[src/hw/rtl/short_name_converter_defines.svh]
// ---------------------------------------------------------------------------
// short name converter assertion macros
// concurrent assertion helpers, empty when synthesizing
// ---------------------------------------------------------------------------
`ifndef SHORT_NAME_CONVERTER_DEFINES_SVH
`define SHORT_NAME_CONVERTER_DEFINES_SVH

`ifndef SYNTHESIS

`define SNC_ASSERT_NOW(lbl, clk, rst_n, ante, cons) \
  lbl: assert property (@(posedge clk) disable iff (!rst_n) (ante) |-> (cons)) \
    else $error("short_name_converter assertion failed");

`define SNC_ASSERT_NEXT(lbl, clk, rst_n, ante, cons) \
  lbl: assert property (@(posedge clk) disable iff (!rst_n) (ante) |=> (cons)) \
    else $error("short_name_converter assertion failed");

`else

`define SNC_ASSERT_NOW(lbl, clk, rst_n, ante, cons)
`define SNC_ASSERT_NEXT(lbl, clk, rst_n, ante, cons)

`endif

`endif

[src/hw/rtl/snc_pkg.sv]
// ---------------------------------------------------------------------------
// snc_pkg
// shared constants, types and helpers of the short name converter
// ---------------------------------------------------------------------------
`default_nettype none

package snc_pkg;

  localparam int unsigned BaseLenDef = 8;
  localparam int unsigned ExtLenDef  = 3;
  localparam int unsigned PosMax     = 13;
  localparam int unsigned PosW       = 4;

  localparam logic [7:0] ChNul   = 8'h00;
  localparam logic [7:0] ChSpace = 8'h20;
  localparam logic [7:0] ChDot   = 8'h2e;

  localparam logic [63:0] Spaces64 = {8{ChSpace}};
  localparam logic [23:0] Spaces24 = {3{ChSpace}};

  typedef struct packed {
    logic [63:0] base_chars;
    logic [23:0] ext_chars;
    logic        valid_res;
  } snc_result_t;

  function automatic logic is_keep(input logic [7:0] ch);
    logic upper;
    logic digit;
    upper = (ch >= 8'h41) && (ch <= 8'h5a);
    digit = (ch >= 8'h30) && (ch <= 8'h39);
    return upper || digit;
  endfunction

endpackage

`default_nettype wire

[src/hw/rtl/snc_name_acc.sv]
// ---------------------------------------------------------------------------
// snc_name_acc
// name accumulator: per-item state update and 8.3 result formation
// ---------------------------------------------------------------------------
`default_nettype none

module snc_name_acc #(
  parameter int unsigned BASE_LEN = snc_pkg::BaseLenDef,
  parameter int unsigned EXT_LEN  = snc_pkg::ExtLenDef
) (
  input  wire logic               clk_i,
  input  wire logic               rst_ni,
  input  wire logic               step_i,
  input  wire logic [7:0]         ch_i,
  output snc_pkg::snc_result_t    result_o
);
  import snc_pkg::*;

  localparam int unsigned ScanLen  = BASE_LEN + EXT_LEN + 1;
  localparam int unsigned BaseCntW = $clog2(BASE_LEN + 1);
  localparam int unsigned ExtCntW  = $clog2(EXT_LEN + 1);

  logic [8*BASE_LEN-1:0] base_buf_q, base_buf_d;
  logic [8*EXT_LEN-1:0]  ext_buf_q, ext_buf_d;
  logic [BaseCntW-1:0]   base_cnt_q, base_cnt_d;
  logic [ExtCntW-1:0]    ext_cnt_q, ext_cnt_d;
  logic                  in_base_q, in_base_d;
  logic [PosW-1:0]       pos_q, pos_d;
  logic                  dots_only_q, dots_only_d;

  logic is_nul;
  logic is_dot;
  logic keep;

  assign is_nul = (ch_i == ChNul);
  assign is_dot = (ch_i == ChDot);
  assign keep   = is_keep(ch_i);

  always_comb begin
    base_buf_d  = base_buf_q;
    ext_buf_d   = ext_buf_q;
    base_cnt_d  = base_cnt_q;
    ext_cnt_d   = ext_cnt_q;
    in_base_d   = in_base_q;
    pos_d       = pos_q;
    dots_only_d = dots_only_q;
    if (step_i) begin
      if (is_nul) begin
        base_buf_d  = {BASE_LEN{ChSpace}};
        ext_buf_d   = {EXT_LEN{ChSpace}};
        base_cnt_d  = '0;
        ext_cnt_d   = '0;
        in_base_d   = 1'b1;
        pos_d       = '0;
        dots_only_d = 1'b1;
      end else begin
        if (!is_dot) begin
          dots_only_d = 1'b0;
        end
        if (pos_q < PosW'(ScanLen)) begin
          if (is_dot) begin
            in_base_d = 1'b0;
          end else if (keep) begin
            if (in_base_q) begin
              if (base_cnt_q < BaseCntW'(BASE_LEN)) begin
                for (int i = 0; i < BASE_LEN; i++) begin
                  if (base_cnt_q == BaseCntW'(i)) begin
                    base_buf_d[8*i +: 8] = ch_i;
                  end
                end
                base_cnt_d = base_cnt_q + 1'b1;
              end
            end else if (ext_cnt_q < ExtCntW'(EXT_LEN)) begin
              for (int j = 0; j < EXT_LEN; j++) begin
                if (ext_cnt_q == ExtCntW'(j)) begin
                  ext_buf_d[8*j +: 8] = ch_i;
                end
              end
              ext_cnt_d = ext_cnt_q + 1'b1;
            end
          end
        end
        if (pos_q < PosW'(PosMax)) begin
          pos_d = pos_q + 1'b1;
        end
      end
    end
  end

  always_ff @(posedge clk_i or negedge rst_ni) begin
    if (!rst_ni) begin
      base_buf_q  <= {BASE_LEN{ChSpace}};
      ext_buf_q   <= {EXT_LEN{ChSpace}};
      base_cnt_q  <= '0;
      ext_cnt_q   <= '0;
      in_base_q   <= 1'b1;
      pos_q       <= '0;
      dots_only_q <= 1'b1;
    end else begin
      base_buf_q  <= base_buf_d;
      ext_buf_q   <= ext_buf_d;
      base_cnt_q  <= base_cnt_d;
      ext_cnt_q   <= ext_cnt_d;
      in_base_q   <= in_base_d;
      pos_q       <= pos_d;
      dots_only_q <= dots_only_d;
    end
  end

  // result as seen by a terminating nul
  always_comb begin
    result_o.base_chars                   = Spaces64;
    result_o.ext_chars                    = Spaces24;
    result_o.valid_res                    = (base_cnt_q != '0);
    result_o.base_chars[8*BASE_LEN-1:0]   = base_buf_q;
    result_o.ext_chars[8*EXT_LEN-1:0]     = ext_buf_q;
    if (dots_only_q && (pos_q == PosW'(1) || pos_q == PosW'(2))) begin
      result_o.base_chars    = Spaces64;
      result_o.base_chars[7:0] = ChDot;
      if (pos_q == PosW'(2) && BASE_LEN >= 2) begin
        result_o.base_chars[15:8] = ChDot;
      end
      result_o.ext_chars = Spaces24;
      result_o.valid_res = 1'b1;
    end
  end

endmodule

`default_nettype wire

[src/hw/rtl/short_name_converter.sv]
// ---------------------------------------------------------------------------
// short_name_converter
// builds a space-padded 8.3 short name from a nul-terminated byte stream
// ---------------------------------------------------------------------------
//  channel | valid       | stall       | payload
//  --------+-------------+-------------+------------------------------------
//  in      | in_valid_i  | in_stall_o  | ch_i
//  out     | out_valid_o | out_stall_i | base_chars_o, ext_chars_o, valid_res_o
//
//  one item per cycle while in_stall_o is low; an item is held in the input
//  register, and a nul item's result then moves into the result register
//  reset empties both registers and loads an empty name
//  the input stalls only when a nul item waits behind a stalled result
// ---------------------------------------------------------------------------
`default_nettype none

`include "short_name_converter_defines.svh"

module short_name_converter #(
  parameter int unsigned BASE_LEN = snc_pkg::BaseLenDef,
  parameter int unsigned EXT_LEN  = snc_pkg::ExtLenDef
) (
  input  wire logic        clk_i,
  input  wire logic        rst_ni,
  input  wire logic        in_valid_i,
  output logic             in_stall_o,
  input  wire logic [7:0]  ch_i,
  output logic             out_valid_o,
  input  wire logic        out_stall_i,
  output logic [63:0]      base_chars_o,
  output logic [23:0]      ext_chars_o,
  output logic             valid_res_o
);
  import snc_pkg::*;

  logic        in_valid_q;
  logic [7:0]  ch_q;
  logic        out_valid_q;
  snc_result_t res_q;
  snc_result_t acc_res;
  logic        stage_blocked;
  logic        step;
  logic        in_accept;
  logic        nul_q;

  assign nul_q         = (ch_q == ChNul);
  assign stage_blocked = in_valid_q && nul_q && out_valid_q && out_stall_i;
  assign step          = in_valid_q && !stage_blocked;
  assign in_stall_o    = stage_blocked;
  assign in_accept     = in_valid_i && !in_stall_o;

  snc_name_acc #(
    .BASE_LEN (BASE_LEN),
    .EXT_LEN  (EXT_LEN)
  ) u_acc (
    .clk_i    (clk_i),
    .rst_ni   (rst_ni),
    .step_i   (step),
    .ch_i     (ch_q),
    .result_o (acc_res)
  );

  always_ff @(posedge clk_i or negedge rst_ni) begin
    if (!rst_ni) begin
      in_valid_q <= 1'b0;
    end else if (in_accept) begin
      in_valid_q <= 1'b1;
    end else if (step) begin
      in_valid_q <= 1'b0;
    end
  end

  always_ff @(posedge clk_i) begin
    if (in_accept) begin
      ch_q <= ch_i;
    end
  end

  always_ff @(posedge clk_i or negedge rst_ni) begin
    if (!rst_ni) begin
      out_valid_q <= 1'b0;
    end else if (step && nul_q) begin
      out_valid_q <= 1'b1;
    end else if (!out_stall_i) begin
      out_valid_q <= 1'b0;
    end
  end

  always_ff @(posedge clk_i) begin
    if (step && nul_q) begin
      res_q <= acc_res;
    end
  end

  assign out_valid_o  = out_valid_q;
  assign base_chars_o = res_q.base_chars;
  assign ext_chars_o  = res_q.ext_chars;
  assign valid_res_o  = res_q.valid_res;

  `SNC_ASSERT_NOW(a_stall_cause, clk_i, rst_ni, in_stall_o, out_valid_o && out_stall_i && in_valid_q)
  `SNC_ASSERT_NEXT(a_nul_gives_item, clk_i, rst_ni, step && nul_q, out_valid_o)
  `SNC_ASSERT_NOW(a_unusable_blank, clk_i, rst_ni, out_valid_o && !valid_res_o, base_chars_o == Spaces64)

endmodule

`default_nettype wire
[config.mk]
export PLATFORM = sky130hd
export DESIGN_NAME = short_name_converter
export DESIGN_NICKNAME = d
export VERILOG_FILES = /design/src/hw/rtl/snc_pkg.sv /design/src/hw/rtl/snc_name_acc.sv /design/src/hw/rtl/short_name_converter.sv
export VERILOG_INCLUDE_DIRS = /design/src /design/src/hw/rtl
export SDC_FILE = /design/constraint.sdc
export NUM_CORES = 1
export LEC_CHECK = 0
export BUFFER_PORTS_ARGS = -buffer_cell sky130_fd_sc_hd__clkbuf_2
export CAP_MARGIN = 10
export CORE_MARGIN = 5
export CORE_UTILIZATION = 58
export CTS_CLUSTER_DIAMETER = 120
export DETAILED_ROUTE_END_ITERATION = 8
export GPL_ROUTABILITY_DRIVEN = 0
export PLACE_DENSITY = 0.8
export REMOVE_ABC_BUFFERS = 1
export SYNTH_ARGS = -nofsm -noshare
export SYNTH_HDL_FRONTEND = slang
export SYNTH_SLANG_ARGS = --single-unit
[constraint.sdc]
create_clock -name clk_i -period 5.4 [get_ports clk_i]
set_clock_uncertainty 0.05 [all_clocks]
set_input_delay 1.08 -clock clk_i [delete_from_list [all_inputs] [get_ports clk_i]]
set_output_delay 1.08 -clock clk_i [all_outputs]
set_load 0.03 [all_outputs]
Word level (Yosys, flattened, before mapping)
Cells that the tools add are included.
{"block": "word_totals", "reg_bits": 199, "inputBits": 12, "mem_bits_rw": 0, "output_inout_bits": 91, "n_memories": 0, "latch_bits": 0, "rom_bits": 0}
{"block": "classes", "bitwise": 0, "multipliers": 0, "addsub": 3, "reduce_logical": 51, "n_shift": 0, "n_eq_ne": 15, "div": 0, "order_cmp": 8, "n_mux": 48}
{"op": "64-bit 2-to-1 mux", "count": 6}
{"op": "24-bit 2-to-1 mux", "count": 6}
{"op": "8-bit 2-to-1 mux", "count": 11}
{"op": "7-bit AND reduction", "count": 11}
{"op": "41-bit 2-to-1 mux", "count": 1}
{"op": "2-bit nonzero test", "count": 19}
{"op": "4-bit 2-to-1 mux", "count": 9}
{"op": "4-bit by 3-bit equality test with 1-bit output, second input constant", "count": 4}
{"op": "4-bit by 2-bit equality test with 1-bit output, second input constant", "count": 3}
{"op": "4-bit less-than comparator, second input constant", "count": 3}
{"op": "2-bit 2-to-1 mux", "count": 6}
{"op": "6-bit AND reduction", "count": 2}
{"op": "1-bit logical AND", "count": 9}
{"op": "1-bit 2-to-1 mux", "count": 9}
{"op": "4-bit by 1-bit adder with 4-bit output, second input constant", "count": 2}
{"op": "4-bit by 1-bit equality test with 1-bit output, second input constant", "count": 2}
{"op": "8-bit by 6-bit equality test with 1-bit output, second input constant", "count": 1}
{"op": "8-bit by 6-bit >= comparator with 1-bit output, second input constant", "count": 1}
{"op": "8-bit by 7-bit >= comparator with 1-bit output, second input constant", "count": 1}
{"op": "8-bit by 6-bit less-or-equal comparator with 1-bit output, second input constant", "count": 1}
{"op": "8-bit by 7-bit less-or-equal comparator with 1-bit output, second input constant", "count": 1}
{"op": "8-bit logical NOT", "count": 1}
{"op": "4-bit logical NOT", "count": 1}
{"op": "2-bit != test, second input constant", "count": 2}
{"op": "11 further kinds", "count": 13}

Depth between registers and ports, before layout
{"block": "logic_depth", "ltp_word": 8, "mapped_depth": 8}

Hierarchy
From an unflattened synthesis, not the netlist that was laid out.
{"block": "unflattened", "hier_cells": 598, "hier_area_um2": 8179.1}
{"module": "snc_name_acc", "cells_per_inst": 485, "area_each_um2": 5121.2, "seq_area_each_um2": 2518.7, "n_inst": 1}
{"module": "short_name_converter", "cells_per_inst": 113, "area_each_um2": 3057.9, "seq_area_each_um2": 2962.8, "n_inst": 1}

Worst setup path before layout
No wires, ideal clock.
{"block": "synth_path", "path_type": "flip-flop to flip-flop", "start": "register ch_q[0]", "end": "register res_q (netlist bit base_chars_o[0]) (enable)", "t_arrival_ns": 3.822, "stages_incl_launch_ff": 7, "setup_slack_ns": 1.067, "required_ns": 4.889, "cell_sequence": "edfxtp_1 > or4_4 > buf_6 > nor2_2 > buf_2 > buf_2 > and3_1"}
{"block": "synth_between", "elab_chain_cells": 7}
{"element": "from (decl)", "line": "short_name_converter.sv:37", "text": "logic [7:0] ch_q;"}
{"element": "from (signal assigned)", "line": "short_name_converter.sv:75", "text": "ch_q <= ch_i;"}
{"element": "8-bit logical NOT (*)", "line": "short_name_converter.sv:46", "text": "assign nul_q = (ch_q == ChNul);"}
{"element": "1-bit logical AND (3 in a row)", "line": "short_name_converter.sv:47", "text": "assign stage_blocked = in_valid_q && nul_q && out_valid_q && out_stall_i;"}
{"element": "1-bit logical NOT", "line": "short_name_converter.sv:48", "text": "assign step = in_valid_q && !stage_blocked;"}
{"element": "1-bit logical AND", "line": "short_name_converter.sv:48"}
{"element": "1-bit logical AND (*)", "line": "short_name_converter.sv:90", "text": "if (step && nul_q) begin"}
{"element": "to (signal assigned)", "line": "short_name_converter.sv:91", "text": "res_q <= acc_res;"}
{"element": "to (decl)", "line": "short_name_converter.sv:39", "text": "snc_result_t res_q;"}
Mark *: on every way between the ends. The rest lies on a longest branch, timed or not.
A chain may end at the register's enable or synchronous reset.

Worst setup path after layout
{"block": "layout_path", "start": "register ch_q[6]", "end": "output in_stall_o"}
{"block": "layout_between", "elab_chain_cells": 4}
{"element": "8-bit logical NOT", "line": "short_name_converter.sv:46"}
{"element": "1-bit logical AND (3 in a row)", "line": "short_name_converter.sv:47"}
{"element": "to (decl)", "line": "short_name_converter.sv:26", "text": "output logic in_stall_o,"}
Every way passes these cells.

==> impl_metrics.env <==
export IMPL_fin_nets=659
export IMPL_r2r_cells=3
export IMPL_synth_cell_types=50
export IMPL_cts_tree="yes"
export IMPL_place_area_mm2=0.008835
export IMPL_cts_buffers=17
export IMPL_fillerInstances=982
export IMPL_r2r_slack_ns=1.58
export IMPL_grt_max_degree=93
export IMPL_cp_max_fo=23
export IMPL_insertion_delay_ns=0.43
export IMPL_antenna_found_initial=0
export IMPL_synth_edf_count=97
export IMPL_worstMarginPinSlew_ns=1.204
export IMPL_fp_dieH_um=128.9
export IMPL_cts_root_buffer="clkbuf_16"
export IMPL_holdBufCountCts=0
export IMPL_r2r_end="base_chars_o[26]"
export IMPL_synth_most_common_cell="edfxtp_1"
export IMPL_final_area_mm2=0.009423
export IMPL_hold_viol=0
export IMPL_cp_num_buf_inv=1
export IMPL_clkTransAtPathRegs_ns=0.07
export IMPL_synth_seq_cells=199
export IMPL_async_flop_share_pct=51.26
export IMPL_coreArea_mm2=0.01388
export IMPL_grt_pass1_wl_um=24500
export IMPL_holdCritStartpoint="u_acc.base_buf_q[37]"
export IMPL_yosysTopAreaCell="edfxtp_1"
export IMPL_endpoint_kind="output port"
export IMPL_die_w_um=128.9
export IMPL_initial_core_util_pct=59.07
export IMPL_synth_top_cell_area_share_pct=35.53
export IMPL_die_area_mm2=0.01661
export IMPL_fin_crit_sh_pct=80.82
export IMPL_status="finished clean"
export IMPL_cp_top_family="simple AND/OR/NAND/NOR gates"
export IMPL_avgSynthCellArea_um2=15.30
export IMPL_drv_slew=0
export IMPL_setup_viol=0
export IMPL_netlist_area_mm2=0.008199
export IMPL_firstDrtPassIters=4
export IMPL_portBuffers=102
export IMPL_cpPeakStageDelay_ns=0.77
export IMPL_grt_pass1_vias=4676
export IMPL_fin_crit_ns=4.364
export IMPL_slowest_stage="edfxtp_1"
export IMPL_min_path_type="reg2reg"
export IMPL_p_per_area_mw_per_mm2=335.8
export IMPL_p_total_uw=3164
export IMPL_rows=43
export IMPL_max_slew_margin_rel_pct=19.76
export IMPL_drv_cap=0
export IMPL_layout_drive_gt1_share_pct=35.34
export IMPL_track_usage_pct=19.26
export IMPL_yosys_warnings=0
export IMPL_wire_per_inst_um=17.93
export IMPL_multi_input_area_mm2=0.002502
export IMPL_n_antenna_cell=0
export IMPL_io_pins=103
export IMPL_arrival_ns=3.23
export IMPL_rr_startpoint="ch_q[6]"
export IMPL_synth_commonest_cells="edfxtp_1 (97), dfrtp_1 (89), and2_1 (73), mux2_4 (35), mux2_2 (30)"
export IMPL_drc_errors=0
export IMPL_whs_endpoint="u_acc.base_buf_q[37]"
export IMPL_cts_setup_buffers=0
export IMPL_start_kind="register"
export IMPL_grt_overflow=0
export IMPL_crit_type="reg2out"
export IMPL_htree_levels=4
export IMPL_routed_via_count=4452
export IMPL_cp_required_ns=4.27
export IMPL_p_leak_uw=0.004146
export IMPL_grt_setup_unrepaired="no"
export IMPL_vdd_drop_max_mv=0.2016
export IMPL_ant_nets=0
export IMPL_synth_cells=536
export IMPL_viasPerCell=5.377
export IMPL_whs_path_depth=2
export IMPL_hpwl_um=9489
export IMPL_setup_tns_ns=0
export IMPL_ys_seq_area_share_pct=66.85
export IMPL_cts_sinks=199
export IMPL_ys_top_cells_by_area="edfxtp_1 (36%), dfrtp_1 (27%), mux2_4 (6.4%), and2_1 (5.6%), dfstp_2 (4.2%)"
export IMPL_cts_resized=0
export IMPL_regArea_mm2=0.005482
export IMPL_ys_flop_type="edfxtp_1"
export IMPL_fmax_mhz=229.1
export IMPL_path_cells="or4_1 -> nor2_2 -> nand2_1 -> nor2_1 -> clkbuf_2"
export IMPL_clk_path_buf_depth=2
export IMPL_totalWireLength_um=14850
export IMPL_area_growth_pct=14.92
export IMPL_drt_initial_drc_count=417
[cells in the final DEF (no fill, tap or decap), drive strengths merged, types with 3 or more instances in the layout]
cell      synthesis  layout
clkbuf           20     120
edfxtp           97      97
dfrtp            89      89
and2             73      73
mux2             65      65
nand2            25      25
inv              22      23
dfstp            13      13
nor2b            12      12
mux2i            12      12
ha               12      12
a21oi            11      11
nor2             11      11
nor4             10      10
o21ai             7       7
nand2b            6       6
buf               6       5
nor3              5       5
clkinv            0       5
a31oi             4       4
clkinvlp          0       4
o211ai            3       3
nand4             3       3
o31ai             3       3
bufinv            0       3
[worst max-delay path by stage]
stage | from | slack [ns] | end | depth (start not counted)
2_1_floorplan | ch_q[6] | 0.92 | base_chars_o[0] | 3
3_3_place_gp | ch_q[6] | 1.64 | in_stall_o | 5
3_5_place_dp | ch_q[6] | 1.48 | in_stall_o | 5
4_1_cts | ch_q[6] | 1.00 | in_stall_o | 5
5_1_grt | ch_q[6] | 0.73 | in_stall_o | 5
6_report | ch_q[6] | 1.04 | in_stall_o | 5
[where the power goes]
| part | internal, uW | switching, uW | total (uW) |
|---|---|---|---|
| clock network | 725 | 533 | 1260 |
| registers | 1640 | 60.4 | 1700 |
| logic | 91.3 | 116 | 207 |
| total | 2450 | 709 | 3160 |
[area by class of cell]
class | count | area share (%)
clock buffers | 19 | 4.594
clock inverters | 13 | 1.647
repair buffers | 106 | 5.763
inverters | 22 | 0.8764
well taps | 180 | 2.390
flip-flops and latches | 199 | 58.17
multi-input cells | 289 | 26.56
[worst reg2reg max path: stages (launching register included)]
cell and delay [ns]:
edfxtp_1 0.77, or4_1 0.76, nor2_2 0.68, and3_4 1.08
[state kept, by name, indices dropped and copies added, names as in the netlist]
register	cells
valid_res_o	1
ext_chars_o	24
u_acc.pos_q	4
u_acc.ext_buf_q	24
u_acc.base_buf_q	64
base_chars_o	64
u_acc.base_cnt_q	4
ch_q	8
u_acc.ext_cnt_q	2
in_valid_q	1
u_acc.dots_only_q	1
out_valid_o	1
u_acc.in_base_q	1
[metal layers]
metal	wire length, um	track usage [%]
met5	0	0
met4	280	7.288
met3	739	4.608
met2	7281	30.58
met1	6550	26.08
[cell families after synthesis]
| group | count (synthesis) | synth area share [%] |
|---|---|---|
| AND/OR/NAND/NOR | 156 | 12.80 |
| multiplexers | 77 | 11.99 |
| flip-flops | 199 | 66.85 |
| adder cells (fa/ha/maj) | 12 | 1.831 |
| XOR/XNOR | 2 | 0.2137 |
| AO/OA/AOI/OAI | 42 | 3.617 |
| buffers and inverters | 48 | 2.686 |
[metrics by stage]
stage | util [%] | setup WS (ns) | std cells | hold slack, ns
after floorplan | - | 0.9230 | 510 | 0.4051
after CTS | 67.88 | 1.003 | 828 | 0.4318
final | 67.88 | 1.036 | 828 | 0.4308
after global routing | 67.88 | 0.7279 | 828 | 0.4438
after global placement | 63.65 | 1.641 | 796 | 0.4223
after detailed placement | 63.65 | 1.482 | 796 | 0.4211
Note: power is estimated with default switching activity, not from simulation.
